==> src/pic_pkg.sv <==
// Shared types and constants of the platform interrupt controller.
`default_nettype none
package pic_pkg;

  localparam int NUM_SOURCES_DEF  = 96;
  localparam int NUM_CONTEXTS_DEF = 2;
  localparam int PRIO_BITS_DEF    = 3;

  localparam logic [1:0] MODE_READ  = 2'd0;
  localparam logic [1:0] MODE_WRITE = 2'd1;
  localparam logic [1:0] MODE_REQ   = 2'd2;

  localparam logic [25:0] PEND_BASE   = 26'h0001000;
  localparam logic [25:0] ENABLE_BASE = 26'h0002000;
  localparam logic [25:0] CTX_BASE    = 26'h0200000;
  localparam logic [11:0] REG_THRESH  = 12'h000;
  localparam logic [11:0] REG_CLAIM   = 12'h004;

  typedef struct packed {
    logic [1:0]  mode;
    logic [25:0] address;
    logic [31:0] write_data;
    logic [6:0]  source_id;
  } in_item_t;

  typedef struct packed {
    logic [31:0] read_data;
    logic [1:0]  irq_lines;
  } out_item_t;

endpackage
`default_nettype wire

==> src/pic_prio_mem.sv <==
// Source priority memory with per-entry valid bits and registered read data.
`default_nettype none
module pic_prio_mem #(
  parameter int DEPTH = 96,
  parameter int WIDTH = 3,
  parameter int AW    = 7
) (
  input  wire logic             clk,
  input  wire logic             rst_n,
  input  wire logic             we,
  input  wire logic [AW-1:0]    waddr,
  input  wire logic [WIDTH-1:0] wdata,
  input  wire logic             re,
  input  wire logic [AW-1:0]    raddr,
  output logic      [WIDTH-1:0] rdata
);

  logic [WIDTH-1:0] mem [DEPTH];
  logic [DEPTH-1:0] vld_r;
  logic [WIDTH-1:0] rdata_r;

  always_ff @(posedge clk) begin
    if (!rst_n) begin
      vld_r <= '0;
    end else if (we) begin
      vld_r[waddr] <= 1'b1;
    end
  end

  always_ff @(posedge clk) begin
    if (we) begin
      mem[waddr] <= wdata;
    end
    if (re) begin
      rdata_r <= vld_r[raddr] ? mem[raddr] : '0;
    end
  end

  assign rdata = rdata_r;

endmodule
`default_nettype wire

==> src/platform_interrupt_controller_unit.sv <==
// Top level of the platform interrupt controller: decode, gateway and claim scan.
// Sequence: an accepted access scans the sources (S_SCAN, S_FLUSH, S_END) before S_OUT
// presents its result; a priority read passes S_PRD first, and a claim read scans twice.
// Throughput: one request at a time; the scan reads the priority memory one source
// per cycle through its single read port.
// Reset: synchronous active-low rst_n clears priorities, pending, in-service,
// enables and thresholds at once (priority entries through valid bits).
`default_nettype none
module platform_interrupt_controller_unit #(
  parameter int NUM_SOURCES  = pic_pkg::NUM_SOURCES_DEF,
  parameter int NUM_CONTEXTS = pic_pkg::NUM_CONTEXTS_DEF,
  parameter int PRIO_BITS    = pic_pkg::PRIO_BITS_DEF
) (
  input  wire logic              clk,
  input  wire logic              rst_n,
  input  wire logic              in_valid,
  output logic                   in_ready,
  input  wire pic_pkg::in_item_t in_data,
  output logic                   out_valid,
  input  wire logic              out_ready,
  output pic_pkg::out_item_t     out_data
);
  import pic_pkg::*;

  localparam int EN_WORDS = (NUM_SOURCES + 31) / 32;
  localparam int EN_BITS  = EN_WORDS * 32;
  localparam int ID_W     = $clog2(NUM_SOURCES);
  localparam int SC_W     = $clog2(NUM_SOURCES + 1);
  localparam int WORD_W   = (EN_WORDS > 1) ? $clog2(EN_WORDS) : 1;
  localparam int CTX_W    = (NUM_CONTEXTS > 1) ? $clog2(NUM_CONTEXTS) : 1;

  localparam logic [2:0] S_IDLE  = 3'd0;
  localparam logic [2:0] S_PRD   = 3'd1;
  localparam logic [2:0] S_SCAN  = 3'd2;
  localparam logic [2:0] S_FLUSH = 3'd3;
  localparam logic [2:0] S_END   = 3'd4;
  localparam logic [2:0] S_OUT   = 3'd5;

  // Control state.
  logic [2:0]                  state_r;
  logic [SC_W-1:0]             scan_id_r;
  logic                        rd_v_r;
  logic                        claim_r;
  logic                        out_valid_r;
  logic [EN_BITS-1:0]          pend_r;
  logic [NUM_SOURCES-1:0]      insvc_r;
  logic [EN_BITS-1:0]          en_r [NUM_CONTEXTS];
  logic [PRIO_BITS-1:0]        thr_r [NUM_CONTEXTS];
  logic [PRIO_BITS-1:0]        best_p_r [NUM_CONTEXTS];

  // Payload state.
  logic [ID_W-1:0]             rd_id_r;
  logic [ID_W-1:0]             best_id_r [NUM_CONTEXTS];
  logic [CTX_W-1:0]            claim_ctx_r;
  logic                        prio_ok_r;
  logic [31:0]                 rd_r;
  out_item_t                   out_r;

  logic                        acc;
  logic [25:0]                 addr;
  logic                        is_prio, is_pend, is_en, is_ctx;
  logic [9:0]                  prio_id;
  logic                        prio_ok, pend_ok, en_ok, cx_ok;
  logic [25:0]                 en_off, cx_off;
  logic [18:0]                 en_ctx;
  logic [4:0]                  en_w;
  logic [13:0]                 cx_ctx;
  logic [11:0]                 cx_reg;
  logic [CTX_W-1:0]            en_ci, cx_ci;
  logic [WORD_W-1:0]           en_wi, pend_wi;
  logic [31:0]                 wmask;
  logic [31:0]                 rd_val;
  logic                        src_ok;
  logic [ID_W-1:0]             src_i;
  logic                        cmp_ok;
  logic [ID_W-1:0]             cmp_i;
  logic                        mem_we, mem_re;
  logic [ID_W-1:0]             mem_waddr, mem_raddr;
  logic [PRIO_BITS-1:0]        mem_rdata;
  logic [1:0]                  lines;
  logic [ID_W-1:0]             claim_id;
  logic                        out_free;

  assign acc      = in_valid && in_ready;
  assign in_ready = (state_r == S_IDLE);
  assign out_free = !out_valid_r || out_ready;

  // Address decode of the request at the input.
  always_comb begin
    addr    = {in_data.address[25:2], 2'b00};
    is_prio = addr < PEND_BASE;
    is_pend = !is_prio && (addr < ENABLE_BASE);
    is_en   = (addr >= ENABLE_BASE) && (addr < CTX_BASE);
    is_ctx  = addr >= CTX_BASE;
    prio_id = addr[11:2];
    prio_ok = (prio_id != 10'd0) && (prio_id < NUM_SOURCES);
    pend_ok = addr[11:2] < EN_WORDS;
    pend_wi = WORD_W'(addr[11:2]);
    en_off  = addr - ENABLE_BASE;
    en_ctx  = en_off[25:7];
    en_w    = en_off[6:2];
    en_ok   = (en_ctx < NUM_CONTEXTS) && (en_w < EN_WORDS);
    en_ci   = CTX_W'(en_ctx);
    en_wi   = WORD_W'(en_w);
    cx_off  = addr - CTX_BASE;
    cx_ctx  = cx_off[25:12];
    cx_reg  = cx_off[11:0];
    cx_ok   = cx_ctx < NUM_CONTEXTS;
    cx_ci   = CTX_W'(cx_ctx);
    src_ok  = (in_data.source_id != 7'd0) && (in_data.source_id < NUM_SOURCES);
    src_i   = ID_W'(in_data.source_id);
    cmp_i   = ID_W'(in_data.write_data);
    cmp_ok  = (in_data.write_data != 32'd0) && (in_data.write_data < NUM_SOURCES) &&
              en_r[cx_ci][cmp_i];
    // Enable bits that name real, non-zero sources of the addressed word.
    for (int b = 0; b < 32; b++) begin
      wmask[b] = ((32 * int'(en_w) + b) != 0) && ((32 * int'(en_w) + b) < NUM_SOURCES);
    end
  end

  // Read data for accesses that do not need the priority memory or the scan.
  always_comb begin
    rd_val = '0;
    if (is_pend && pend_ok) begin
      rd_val = pend_r[pend_wi*32 +: 32];
    end else if (is_en && en_ok) begin
      rd_val = en_r[en_ci][en_wi*32 +: 32];
    end else if (is_ctx && cx_ok && cx_reg == REG_THRESH) begin
      rd_val = 32'(thr_r[cx_ci]);
    end
  end

  // Priority memory: written by bus writes, read by priority reads and the scan.
  assign mem_we    = acc && (in_data.mode == MODE_WRITE) && is_prio && prio_ok;
  assign mem_waddr = ID_W'(prio_id);
  assign mem_re    = (acc && (in_data.mode == MODE_READ) && is_prio) || (state_r == S_SCAN);
  assign mem_raddr = (state_r == S_SCAN) ? ID_W'(scan_id_r) : ID_W'(prio_id);

  pic_prio_mem #(
    .DEPTH (NUM_SOURCES),
    .WIDTH (PRIO_BITS),
    .AW    (ID_W)
  ) u_prio_mem (
    .clk   (clk),
    .rst_n (rst_n),
    .we    (mem_we),
    .waddr (mem_waddr),
    .wdata (in_data.write_data[PRIO_BITS-1:0]),
    .re    (mem_re),
    .raddr (mem_raddr),
    .rdata (mem_rdata)
  );

  assign claim_id = best_id_r[claim_ctx_r];

  // One interrupt line per context; contexts beyond the port width are not shown.
  for (genvar i = 0; i < 2; i++) begin : g_lines
    if (i < NUM_CONTEXTS) begin : g_on
      assign lines[i] = (best_p_r[i] != '0);
    end else begin : g_off
      assign lines[i] = 1'b0;
    end
  end

  always_ff @(posedge clk) begin
    if (!rst_n) begin
      state_r     <= S_IDLE;
      scan_id_r   <= '0;
      rd_v_r      <= 1'b0;
      claim_r     <= 1'b0;
      out_valid_r <= 1'b0;
      pend_r      <= '0;
      insvc_r     <= '0;
      for (int c = 0; c < NUM_CONTEXTS; c++) begin
        en_r[c]     <= '0;
        thr_r[c]    <= '0;
        best_p_r[c] <= '0;
      end
    end else begin
      if (out_valid_r && out_ready) begin
        out_valid_r <= 1'b0;
      end
      rd_v_r <= 1'b0;
      // Scan evaluation in the cycle after the memory read.
      if (rd_v_r) begin
        for (int c = 0; c < NUM_CONTEXTS; c++) begin
          if (pend_r[rd_id_r] && en_r[c][rd_id_r] && (mem_rdata > thr_r[c]) &&
              (mem_rdata > best_p_r[c])) begin
            best_p_r[c] <= mem_rdata;
          end
        end
      end
      case (state_r)
        S_IDLE: begin
          if (acc) begin
            claim_r   <= 1'b0;
            scan_id_r <= SC_W'(1);
            for (int c = 0; c < NUM_CONTEXTS; c++) begin
              best_p_r[c] <= '0;
            end
            state_r <= S_SCAN;
            case (in_data.mode)
              MODE_READ: begin
                if (is_prio) begin
                  state_r <= S_PRD;
                end else if (is_ctx && cx_ok && cx_reg == REG_CLAIM) begin
                  claim_r <= 1'b1;
                end
              end
              MODE_WRITE: begin
                if (is_en && en_ok) begin
                  en_r[en_ci][en_wi*32 +: 32] <= in_data.write_data & wmask;
                end
                if (is_ctx && cx_ok && cx_reg == REG_THRESH) begin
                  thr_r[cx_ci] <= in_data.write_data[PRIO_BITS-1:0];
                end
                if (is_ctx && cx_ok && cx_reg == REG_CLAIM && cmp_ok) begin
                  insvc_r[cmp_i] <= 1'b0;
                end
              end
              MODE_REQ: begin
                if (src_ok && !insvc_r[src_i]) begin
                  pend_r[src_i] <= 1'b1;
                end
              end
              default: begin
              end
            endcase
          end
        end
        S_PRD: begin
          state_r <= S_SCAN;
        end
        S_SCAN: begin
          rd_v_r    <= 1'b1;
          scan_id_r <= scan_id_r + 1'b1;
          if (scan_id_r == SC_W'(NUM_SOURCES - 1)) begin
            state_r <= S_FLUSH;
          end
        end
        S_FLUSH: begin
          state_r <= S_END;
        end
        S_END: begin
          if (claim_r) begin
            // First pass picked the winner; commit it and rescan for the lines.
            claim_r <= 1'b0;
            if (best_p_r[claim_ctx_r] != '0) begin
              pend_r[claim_id]  <= 1'b0;
              insvc_r[claim_id] <= 1'b1;
            end
            scan_id_r <= SC_W'(1);
            for (int c = 0; c < NUM_CONTEXTS; c++) begin
              best_p_r[c] <= '0;
            end
            state_r <= S_SCAN;
          end else begin
            state_r <= S_OUT;
          end
        end
        S_OUT: begin
          if (out_free) begin
            out_valid_r <= 1'b1;
            state_r     <= S_IDLE;
          end
        end
        default: begin
          state_r <= S_IDLE;
        end
      endcase
    end
  end

  // Payload registers.
  always_ff @(posedge clk) begin
    if (rd_v_r) begin
      for (int c = 0; c < NUM_CONTEXTS; c++) begin
        if (pend_r[rd_id_r] && en_r[c][rd_id_r] && (mem_rdata > thr_r[c]) &&
            (mem_rdata > best_p_r[c])) begin
          best_id_r[c] <= rd_id_r;
        end
      end
    end
    if (state_r == S_SCAN) begin
      rd_id_r <= ID_W'(scan_id_r);
    end
    if (acc) begin
      // Only bus reads return data; writes, source requests and unknown modes return zero.
      rd_r        <= (in_data.mode == MODE_READ) ? rd_val : 32'd0;
      prio_ok_r   <= prio_ok;
      claim_ctx_r <= cx_ci;
    end
    if (state_r == S_PRD) begin
      rd_r <= prio_ok_r ? 32'(mem_rdata) : 32'd0;
    end
    if (state_r == S_END && claim_r) begin
      rd_r <= (best_p_r[claim_ctx_r] != '0) ? 32'(claim_id) : 32'd0;
    end
    if (state_r == S_OUT && out_free) begin
      out_r.read_data <= rd_r;
      out_r.irq_lines <= lines;
    end
  end

  assign out_valid = out_valid_r;
  assign out_data  = out_r;

endmodule
`default_nettype wire

==> config.mk <==
export PLATFORM = sky130hd
export DESIGN_NAME = platform_interrupt_controller_unit
export DESIGN_NICKNAME = d
export VERILOG_FILES = /design/src/pic_pkg.sv /design/src/pic_prio_mem.sv /design/src/platform_interrupt_controller_unit.sv
export SDC_FILE = /design/constraint.sdc
export NUM_CORES = 2
export LEC_CHECK = 0
export ABC_AREA = 1
export BUFFER_PORTS_ARGS = -buffer_cell sky130_fd_sc_hd__buf_4
export CAP_MARGIN = 5
export CORE_MARGIN = 3
export CORE_UTILIZATION = 45
export CTS_BUF_LIST = sky130_fd_sc_hd__clkbuf_4 sky130_fd_sc_hd__clkbuf_8
export CTS_CLUSTER_DIAMETER = 60
export DETAILED_ROUTE_END_ITERATION = 10
export HOLD_SLACK_MARGIN = 0.15
export PLACE_DENSITY = 0.61
export REMOVE_ABC_BUFFERS = 1
export SYNTH_ARGS = -nofsm -noshare
export SYNTH_HDL_FRONTEND = slang
export SYNTH_HIERARCHICAL = 1
export SYNTH_SLANG_ARGS = --single-unit
==> constraint.sdc <==
create_clock -name clk -period 3.6 [get_ports clk]
set_clock_uncertainty 0.1 [all_clocks]
set_input_delay 0.72 -clock clk [delete_from_list [all_inputs] [get_ports clk]]
set_output_delay 0.72 -clock clk [all_outputs]
set_load 0.02 [all_outputs]
; ---- Yosys cells after proc, flatten, opt, wreduce, memory -nomap -nowiden
; Memory sizes are Yosys's and may differ from the RTL's. A register that Yosys moved wholly into a read port is not among the register bits.
; Index checks and enable logic that the tools add are counted.
[totals]
word_cells = 378
mem_count = 5
ff_bits = 376
input_bits = 71
out_inout_bits = 36
mem_bits_rw = 506
[memory_table]
columns = name, words, width, rd, rd_clocked_by_memory_dff, wr, line_no
row1 = u_prio_mem.mem, 96, 3, 1, 1, 1, pic_prio_mem.sv:18  ; logic [WIDTH-1:0] mem [DEPTH];
row2 = en_r, 2, 96, 4, 0, 2, platform_interrupt_controller_unit.sv:47  ; logic [EN_BITS-1:0] en_r [NUM_CONTEXTS];
row3 = best_id_r, 2, 7, 1, 1, 2, platform_interrupt_controller_unit.sv:53  ; logic [ID_W-1:0] best_id_r [NUM_CONTEXTS];
row4 = best_p_r, 2, 3, 3, 1, 2, platform_interrupt_controller_unit.sv:49  ; logic [PRIO_BITS-1:0] best_p_r [NUM_CONTEXTS];
row5 = thr_r, 2, 3, 3, 0, 2, platform_interrupt_controller_unit.sv:48  ; logic [PRIO_BITS-1:0] thr_r [NUM_CONTEXTS];
[classes]
magnitude_cmp = 58
n_reduce_logical = 122
add_sub_neg = 35
mux = 108
n_shift = 4
bitwise = 14
n_eq_ne = 18
[ops]
columns = cell, n
row1 = 2-to-1 mux 96 bit, 13
row2 = nonzero test 32 bit, 33
row3 = one-hot mux 96 bit (2 select lines), 2
row4 = < comparator 11 x 7 -> 1 bit (second input constant), 31
row5 = OR 96 bit, 3
row6 = bitwise AND 96 bit, 2
row7 = 2-to-1 mux 32 bit, 6
row8 = inverter 96 bit, 2
row9 = variable part select 96 x 8 -> 32 bit, 2
row10 = adder 10 x 5 -> 11 bit (second input constant), 16
row11 = OR reduction 96 bit, 1
row12 = variable shift 32 x 34 -> 96 bit (first input constant), 1
row13 = variable part select 32 x 34 -> 96 bit, 1
row14 = adder 10 x 4 -> 11 bit (second input constant), 8
row15 = logical AND 1 bit, 65
row16 = 2-to-1 mux 1 bit, 55
row17 = < comparator 7 x 8 -> 1 bit (second input constant), 6
row18 = adder 10 x 3 -> 11 bit (second input constant), 4
row19 = binary-select mux 1 bit (select 7 bit), 6
row20 = 2-to-1 mux 3 bit, 13
row21 = negator 7 -> 34 bit, 1
row22 = bitwise AND 32 bit, 1
row23 = < comparator 32 x 7 -> 1 bit (second input constant), 1
row24 = demux 1 bit (select 7 bit), 4
row25 = other kinds (46), 82

; ---- Logic depth before layout (Yosys ltp)
; An unclocked memory read counts as a cell.
[depth]
depth_word = 13
ltp_mapped = 21
ltp_nobuf = 18

; ---- By module
; Netlist, hierarchy kept.
[modules_own_cells]
columns = mod, n_inst, area_per_inst_um2, cells_each, seq_area_each_um2
row1 = platform_interrupt_controller_unit, 1, 32834.0, 4762, 12862.3
row2 = pic_prio_mem, 1, 15961.6, 1650, 10660.2

; ---- Least setup slack after synthesis
; Ideal clock, no wire load.
[synth_timing]
kind = in2reg
startpoint = input port in_data[41] in the netlist's numbering
endpoint = memory u_prio_mem.mem[16][0] (enable)
stages = 18
path_buffers = 5
setup_ns = 0.327
required_ns = 3.173
setup_slack_ns = -0.287
t_arrival_ns = 3.460
cell_sequence = clkbuf_1 > inv_1 > clkbuf_1 > clkbuf_1 > ha_1 > clkbuf_1 > inv_1 > nor2_1 > a2111oi_0 > nand3_1 > nor2_1 > inv_1 > nor2_1 > inv_1 > nor3_1 > inv_1 > clkbuf_1 > nor2_1
[synth_between]
elab_chain_len = 5
elab_cells_between_ends = 8
cone_classes = order compare (2) / mux (2) / reduce/logical (4)
[synth_rtl]
columns = item, line_no
row1 = "start, declared", platform_interrupt_controller_unit.sv:18  ; input wire pic_pkg::in_item_t in_data,
row2 = < comparator 10 x 7 -> 1 bit / nonzero test 10 bit (equally long branches), platform_interrupt_controller_unit.sv:96  ; prio_ok = (prio_id != 10'd0) && (prio_id < NUM_SOURCES);
row3 = logical AND 1 bit (*), platform_interrupt_controller_unit.sv:96
row4 = net prio_ok, platform_interrupt_controller_unit.sv:63  ; logic prio_ok, pend_ok, en_ok, cx_ok;
row5 = logical AND 1 bit (*), platform_interrupt_controller_unit.sv:134  ; assign mem_we = acc && (in_data.mode == MODE_WRITE) && is_prio && prio_ok;
row6 = net mem_we, platform_interrupt_controller_unit.sv:77  ; logic mem_we, mem_re;
row7 = 2-to-1 mux 1 bit (*), pic_prio_mem.sv:31  ; if (we) begin
row8 = 2-to-1 mux 1 bit (not written as such) (*), pic_prio_mem.sv:32  ; mem[waddr] <= wdata;
row9 = "end, declared", pic_prio_mem.sv:18
; Mark *: on every way through the listed nets, which the timed path passes. The rest lies on a longest branch.

==> results.yml <==
outcome:
  outcome: "finished clean"
clocking:
  cts-buffers-inserted: 157
  cts_resized: 0
  clkLatencyLatePin_ns: 0.88
  post_cts_buffers: 0
  cts_tree: "built"
  cts-htree-levels: 4
  root_buffer: "clkbuf_8"
  clockBufferDepth: 3
  cts.sinks: 886
  cts_hold_buffers: 19
  clk_pin_slew_ns: 0.06
die:
  die_h_um: 335.3
  rows: 120
  boundaryPins: 107
  initial_core_util: 0.4545
  die_w_um: 335.3
  core_area_mm2: 0.1074
  dieArea_mm2: 0.1124
timing:
  hold_slack_ns: 0.2094
  finalSetupViolCount: 0
  hold_viol: 0
  period_minus_slack_ns: 3.225
  rsz0062_at_grt: "false"
  tightest_slew_ns: 1.006
  setup_tns_ns: 0
  slew_violations: 0
  period_share: 0.8958
  fmax_ghz: 0.3101
  relSlewSlack: 0.3293
  timing.final.ws_setup_ns: 0.3753
critical_path:
  rr_worst_depth: 13
  crit_type: "reg -> reg"
  path_cells: "buf_12, nand2_1, nand3_1, nand3_1, nand2_1, nand2_1, nand3_1, nand3_1, nand2_1, nand2_1, nand2_1, nand3_1, inv_1"
  crit_top_cell: "nand2_1"
  endpoint: "best_id_r[0][3]"
  r2r-end: "best_id_r[0][3]"
  slowest_stage: "buf_12"
  start_kind: "register"
  reg2reg_slack_ns: 0.38
  crit_path_end_kind: "register"
  worstPathArrival_ns: 3.65
  crit_required_ns: 4.03
  r2r-start: "rd_id_r[0]"
  cpPeakStageDelay_ns: 0.53
  crit_path_start: "rd_id_r[0]"
  cp_max_fo: 143
place:
  dp_cells: 7732
  pre_cts_slack_ns: -0.05386
  dp_hpwl_um: 116400
  port-buffer-count: 104
  place_congestion: 0.9914
global_route:
  overflow: 0
  antenna_found_initial: 7
  grt_pass1_wl_um: 265100
  first_global_vias: 43160
  grt_max_degree: 171
  grt_use_total: 0.3085
worst_hold_path:
  hold_class: "in -> reg"
  whs_path_depth: 3
yosys:
  syn_area_per_cell_um2: 7.610
  yosysUniqueCellTypes: 52
  synth-edff-count: 578
  async_flop_share: 0
  synth_seq_area_share: 0.4821
  yosysWarnings: 6
  synthCells: 6412
  syn_area_mm2: 0.04880
  synth_ff_type: "edfxtp_1"
  synth-seq-cells: 886
finish:
  drive_gt1_frac: 0.1237
  final_cells: 8047
  nFillCells: 10250
  fin_nets: 6600
  fin_util: 0.5193
  areaGrowthSynthToFinish_pct: 14.26
routing:
  first_pass_iters: 7
  first_iter_violations: 6291
  wl_per_cell_um: 22.06
  finalWirelength_um: 177500
  vias: 46830
  drc: 0
  vias_per_cell: 5.819
  ant_nets: 0
flow_run:
  drv_cap: 0
power_and_ir_drop:
  cellLeakagePower_uw: 0.02006
  ir_drop_uv: 590.8
  p_per_area_mw_per_mm2: 576.3
[worst min path at each step]
stage | endpoint | startpoint | slack, ns
finish | en_r[1][13] | in_data[20] | 0.21
global route | en_r[1][8] | in_data[15] | 0.20
CTS | en_r[1][13] | in_data[20] | 0.15
detailed placement | out_data[11] | rd_r[9] | 0.30
global placement | out_data[3] | rd_r[1] | 0.30
floorplan | out_data[10] | rd_r[8] | 0.30
[where the power goes]
| part | internal [uW] | leakage, uW | switching (uW) |
|---|---|---|---|
| registers | 11300 | 0.00798 | 249 |
| logic | 2830 | 0.0102 | 7380 |
| clock network | 5770 | 0.00183 | 4650 |
[kinds of logic after synthesis]
| group | after synthesis | synth area share |
|---|---|---|
| buffers and inverters | 868 | 0.07669 |
| other | 1 | 0.00007685 |
| XOR/XNOR | 2 | 0.0003590 |
| flip-flops | 886 | 0.4821 |
| AO/OA/AOI/OAI | 1405 | 0.1515 |
| adder cells (fa/ha/maj) | 22 | 0.005641 |
| AND/OR/NAND/NOR | 3228 | 0.2837 |
[state kept, by name (all words and copies together) (netlist names), 3 cells and up, named ones only]
name / cells
en_r: 192
insvc_r: 96
scan_id_r: 7
thr_r: 6
u_prio_mem/mem: 288
pend_r: 96
u_prio_mem/rdata: 3
best_p_r: 6
rd_id_r: 7
best_id_r: 14
u_prio_mem/vld_r: 96
state_r: 3
out_data: 34
rd_r: 32
[placed cells by master, fill, tap and decap left out, types with 13 or more instances in the layout]
cell,synthesis,final
nor2_1,862,856
o31ai_1,13,13
o21ai_1,42,43
o21ai_0,765,761
a21oi_1,448,448
clkinv_2,0,22
nor3_1,24,23
nand3_1,677,676
nand4_1,25,25
buf_12,11,65
clkinv_1,6,22
dlygate4sd3_1,0,19
dfxtp_1,308,308
inv_2,16,16
o22ai_1,34,34
clkbuf_8,0,176
clkbuf_4,0,51
ha_1,22,22
nor2_2,14,17
inv_1,392,388
edfxtp_1,578,578
nand3_2,95,96
o211ai_1,19,19
buf_4,29,304
nand2_1,1497,1495
a21boi_0,44,44
[critical path: cells and delay by family (launching register included)]
kind	cells	cell delay, ns
DFF	1	0.43
buffers and inverters	2	0.86
and+or+nand+nor	11	1.35
[area by class of cell]
cell class / instances / area (um^2) / share of cell area
diodes: 5 / 12.51 / 0.0002244
repair buffers: 388 / 3774 / 0.06768
clock buffers: 227 / 2805 / 0.05031
multi-input cells: 4659 / 21630 / 0.3880
clock inverters: 64 / 679.4 / 0.01219
flip-flops and latches: 886 / 23520 / 0.4219
inverters: 415 / 1574 / 0.02823
well taps: 1403 / 1755 / 0.03149
[metal layers]
metal,up-vias,GRT usage,part of all wire
li1,21770,-,-
met1,21960,0.4229,0.41
met2,2577,0.4628,0.43
met3,519,0.06793,0.11
met4,2,0.1485,0.050
met5,-,0,0.000073
[per-stage QoR]
step,instance area [um^2],total power (uW)
floorplan,46620,17020
global placement,52070,21540
detailed placement,52070,21620
CTS,55740,32010
global route,55750,33480
finish,55750,32130
[synth_stat cells, types with 10 or more instances]
cell type  number  area (um^2)
o21ai_0       765         3829
a21boi_0       44        330.3
buf_1          43        161.4
buf_12         11        220.2
nor2_1        862         3236
inv_1         392         1471
ha_1           22        275.3
edfxtp_1      578        17360
o21ai_1        42        210.2
nor3_1         24        120.1
a21oi_2        10        87.58
inv_2          16        60.06
a21oi_1       448         2242
nor2_2         14        87.58
dfxtp_1       308         6166
nand3_1       677         3388
o22ai_1        34        212.7
o31ai_1        13        97.59
nand3_2        95        950.9
o211ai_1       19        142.6
nand4_1        25        156.4
clkbuf_1      235        882.1
nand2_1      1497         5619
buf_2         131        655.6
buf_4          29        217.7
(Power assumes the default switching activity.)
